--- src/prao_pkg.sv ---
// Shared types and constants for the part rotation and offset pipeline.
// Depends on nothing; every other file in src imports it.
`default_nettype none

package prao_pkg;

    // Fraction bits of the 4.12 fixed-point format.
    localparam int unsigned FRAC_BITS = 12;

    // Bit range that holds a product floored by 2^12 and wrapped to 16 bits.
    localparam int unsigned PROD_LSB = FRAC_BITS;
    localparam int unsigned PROD_MSB = FRAC_BITS + 15;

    // Bias added to a negative value so the shift truncates toward zero.
    localparam logic [31:0] TRUNC_BIAS = 32'd4095;

    // Load enables for the four register stages of the pipeline.
    typedef struct packed {
        logic ld1;
        logic ld2;
        logic ld3;
        logic ld4;
    } stage_en_t;

endpackage

`default_nettype wire

--- src/prao_offset_pipe.sv ---
// Four-stage datapath for the scaled x and y part offsets.
// Depends on prao_pkg for the stage enables and fixed-point constants.
`default_nettype none

module prao_offset_pipe
    import prao_pkg::*;
(
    input  wire                aclk,
    input  wire stage_en_t     stage_en,
    input  wire  [15:0]        offset_pair,
    input  wire  signed [15:0] actor_scale,
    input  wire  [4:0]         ofs_shift,
    input  wire                mirror_x,
    input  wire                part_en_s3,
    output logic signed [19:0] disp_x,
    output logic signed [19:0] disp_y
);

    logic [31:0]        x_shift_next;
    logic [31:0]        y_shift_next;
    logic [31:0]        x_shift_reg;
    logic [31:0]        y_shift_reg;
    logic signed [15:0] scale_reg;

    logic signed [47:0] x_mul;
    logic signed [47:0] y_mul;
    logic [31:0]        x_prod_reg;
    logic [31:0]        y_prod_reg;

    logic [31:0]        x_biased;
    logic [31:0]        y_biased;
    logic [19:0]        x_trunc_reg;
    logic [19:0]        y_trunc_reg;

    logic [19:0]        disp_x_reg;
    logic [19:0]        disp_y_reg;

    // Stage 1: sign-extend each byte, shift it left, negate x on mirror.
    always_comb begin
        logic [31:0] xs;
        xs = {{24{offset_pair[7]}}, offset_pair[7:0]} << ofs_shift;
        x_shift_next = mirror_x ? 32'(32'd0 - xs) : xs;
        y_shift_next = {{24{offset_pair[15]}}, offset_pair[15:8]} << ofs_shift;
    end

    always_ff @(posedge aclk) begin
        if (stage_en.ld1) begin
            x_shift_reg <= x_shift_next;
            y_shift_reg <= y_shift_next;
            scale_reg   <= actor_scale;
        end
    end

    // Stage 2: multiply by the scale and keep the low 32 bits.
    assign x_mul = $signed(x_shift_reg) * scale_reg;
    assign y_mul = $signed(y_shift_reg) * scale_reg;

    always_ff @(posedge aclk) begin
        if (stage_en.ld2) begin
            x_prod_reg <= x_mul[31:0];
            y_prod_reg <= y_mul[31:0];
        end
    end

    // Stage 3: divide by 4096 rounding toward zero.
    assign x_biased = x_prod_reg + (x_prod_reg[31] ? TRUNC_BIAS : 32'd0);
    assign y_biased = y_prod_reg + (y_prod_reg[31] ? TRUNC_BIAS : 32'd0);

    always_ff @(posedge aclk) begin
        if (stage_en.ld3) begin
            x_trunc_reg <= x_biased[31:FRAC_BITS];
            y_trunc_reg <= y_biased[31:FRAC_BITS];
        end
    end

    // Stage 4: output register, zero for a disabled part.
    always_ff @(posedge aclk) begin
        if (stage_en.ld4) begin
            disp_x_reg <= part_en_s3 ? x_trunc_reg : 20'd0;
            disp_y_reg <= part_en_s3 ? y_trunc_reg : 20'd0;
        end
    end

    assign disp_x = $signed(disp_x_reg);
    assign disp_y = $signed(disp_y_reg);

endmodule

`default_nettype wire

--- config.mk ---
export PLATFORM = sky130hd
export DESIGN_NAME = prao_offset_pipe
export DESIGN_NICKNAME = d
export VERILOG_FILES = /design/src/prao_pkg.sv /design/src/prao_offset_pipe.sv
export SDC_FILE = /design/constraint.sdc
export NUM_CORES = 2
export LEC_CHECK = 0
export BUFFER_PORTS_ARGS = -buffer_cell sky130_fd_sc_hd__buf_2
export CAP_MARGIN = 40
export CORE_ASPECT_RATIO = 1.5
export CORE_MARGIN = 2
export CORE_UTILIZATION = 41
export DETAILED_ROUTE_END_ITERATION = 8
export PLACE_DENSITY_LB_ADDON = 0.15
export SLEW_MARGIN = 20
export SYNTH_ARGS = -nofsm -noshare
export SYNTH_HDL_FRONTEND = slang
export SYNTH_SLANG_ARGS = --single-unit
--- constraint.sdc ---
create_clock -name aclk -period 6.7 [get_ports aclk]
set_input_delay 1.34 -clock aclk [delete_from_list [all_inputs] [get_ports aclk]]
set_output_delay 1.34 -clock aclk [all_outputs]
set_load 0.02 [all_outputs]
==> out/qor.txt <==
====================================================================================
Number of optimization iterations in the first detailed-route pass                 5
Worst setup margin                                                          0.361 ns
H-tree depth reported by CTS                                                       1
Number of hold violations in the final report                                      0
Post-synth ARST share                                                              0
Max-cap viol count                                                                 0
Number of buffers on the longest clock path                                        3
Synthesized area divided by synthesized cell count                        9.46 sq um
Number of synthesized flops with an enable pin                                   224
Routability congestion estimate                                                0.852
Top-area cell type share of the netlist area                                   0.353
Synth Area in Compound Gates                                                  0.0549
Warnings, synthesis                                                                0
R2r worst-path depth                                                              22
Achievable frequency                                                         158 MHz
Clock Root Buffer                                                          clkbuf_16
Total DRC errors in the routed layout                                              0
Area fraction in and, or, nand and nor cells after synthesis                   0.158
Area of placed instances                                                 36800 sq um
HPWL Detailed                                                           71800 microns
Number of buffers inserted for hold repair after clock tree synthesis              0
Via density                                                                     4.99
Area delta synth->final                                                        9.81%
Setup violations, final                                                            0
Clock transition at path regs                                                0.07 ns
Multiplexer area fraction after synthesis                                     0.0131
Worst Path Max Fanout                                                             46
Main combinational cell family by area after synthesis                   adder cells
Fraction of the mapped netlist area in adder cells                             0.428
FP Rows                                                                          130
Number of nets in the finished design                                           4574
Instance count along the most critical hold path                                   1
CP endpoint kind                                                           flip-flop
TritonCTS clock tree                                                           built
Library cell with the largest summed area after synthesis                       fa_1
Global router's overall resource usage                                         0.221
WS Path Type                                                                 reg2reg
Commonest cells in the netlist                                          795 x inv_1, 608 x fa_1, 540 x nand2_1
Initial cell density of the core                                               0.413
Die Wd                                                                   241 microns
Post-detailed-route count of antenna-violating nets                                0
Prevailing post-synth register cell                                         edfxtp_1
Clock insertion delay at the later pin of the skew report                    0.59 ns
Minimum setup slack after placement                                         0.344 ns
Clk sink count                                                                   224
Total die area                                                           86400 sq um
Number of flip-flops and latches in the synthesized netlist                      224
Iteration-0 DRC Markers                                                         1450
RSZ-0062 raised after global routing                                             yes
I/O pin total                                                                     84
Final-layout worst hold slack                                               0.522 ns
Post-Synthesis Cell Area                                                 34500 sq um
Total vias in the final route                                                  24.3k
Core footprint                                                           83400 sq um
Port Buffers                                                                      83
Startpoint type of the worst setup path                                    flip-flop
Worst hold path type                                                         reg2reg
Synthesized net count                                                           4502
Placed instance count                                                           4800
Number of standard cells after synthesis                                        3643
Synth top area cells                                                    fa_1 35%, edfxtp_1 20%, inv_1 8.7%, ha_1 7.5%, and2_1 6.3%
Proportion of layout cells with a drive suffix above 1                        0.0792
Finished layout cell area                                                37800 sq um
Slew at the pin with the worst max-slew slack                               0.811 ns
Die H                                                                    359 microns
Antenna violations before repair                                                   0
Fraction of the yosys area taken by sequential cells                           0.195
Minimum clock period after layout                                            6.34 ns
Status                                                                  finished clean
Average routed wire per standard cell                                   18.9 microns
Crit path required time                                                      7.04 ns
Internal reg-to-reg setup slack                                              0.36 ns
Fraction of the cycle the final worst path needs                               0.946
Routed wire length                                                      91600 microns
Worst slew margin                                                              0.459
Largest net degree at the start of global routing                                 51
Final global-route overflow total                                                  0
Wire length of the first global-routing pass                            146000 microns
Number of max-slew violations in the final report                                  0
Most instantiated library cell after synthesis                                 inv_1
Worst clock skew on the final layout                                       0.0233 ns
Via count of the first global-routing pass                                     26.4k
Worst path arrival time                                                      6.68 ns
Parity-gate share of the synthesized area counting xor and xnor cells         0.0440
Number of distinct library cells after synthesis                                  73
Final Instance Count excl. Fillers                                              4859
TritonCTS Buffers                                                                 27
====================================================================================
cell families after synthesis:
logic type               Yosys count
AND/OR/NAND/NOR                 1130
AO/OA/AOI/OAI                    296
multiplexers                      34
XOR/XNOR                         173
buffers and inverters            971
flip-flops                       224
adder cells (fa/ha/maj)          815
repair_timing:
action / 4_1_cts / 5_1_grt
buffers inserted: 0 / 5
setup endpoints to repair: 0 / 3
gates resized for setup: 0 / 2
cells in the final DEF (no fill, tap or decap), types with 93 or more instances in the layout:
cell type	n
a21oi_1	93
and2_1	347
buf_4	110
edfxtp_1	224
fa_1	608
ha_1	207
inv_1	795
nand2_1	540
nor2_1	101
xnor2_1	135
layout make-up:
type,count,area (sq um)
Fill cell,8128,45600
Multi-Input combinational cell,2448,24100
Sequential cell,224,6730
Inverter,796,2990
Timing Repair Buffer,218,1770
Tap cell,1122,1400
Clock buffer,30,687
Clock inverter,20,195
Antenna cell,1,2.50
per-layer routing:
layer  global-route usage  part of all wire
met5                    0                 0
met4               0.0919             0.045
met3               0.0170             0.032
met2                0.406              0.53
met1                0.261              0.39
final timing paths:
path                         end             from
setup / recovery  y_prod_reg[31]     scale_reg[4]
hold / removal        disp_x[15]  x_trunc_reg[15]
setup reg to reg  y_prod_reg[31]     scale_reg[4]
hold reg to reg       disp_x[15]  x_trunc_reg[15]
stage by stage:
step	util	setup TNS, ns
2_1_floorplan	-	0
3_3_place_gp	0.440	0
3_5_place_dp	0.442	0
4_1_cts	0.452	0
5_1_grt	0.454	-0.00639
6_report	0.454	0
critical path: stages (launching register included):
cell and delay [ns]:
edfxtp_1 0.43, buf_12 0.22, and2_1 0.21, fa_1 0.54
inv_1 0.05, fa_1 0.48, fa_1 0.53, inv_1 0.06
fa_1 0.49, fa_1 0.49, inv_1 0.05, fa_1 0.47
inv_1 0.04, ha_1 0.31, o21a_1 0.21, o21a_1 0.22
o211ai_1 0.21, a21oi_1 0.15, o211ai_1 0.31, o211ai_1 0.18
a21o_1 0.18, a21oi_1 0.17, xnor2_1 0.09
Power is left out: the tool's default activity adds up to more than one toggle a clock period on the data nets, which glitch-free logic cannot reach.
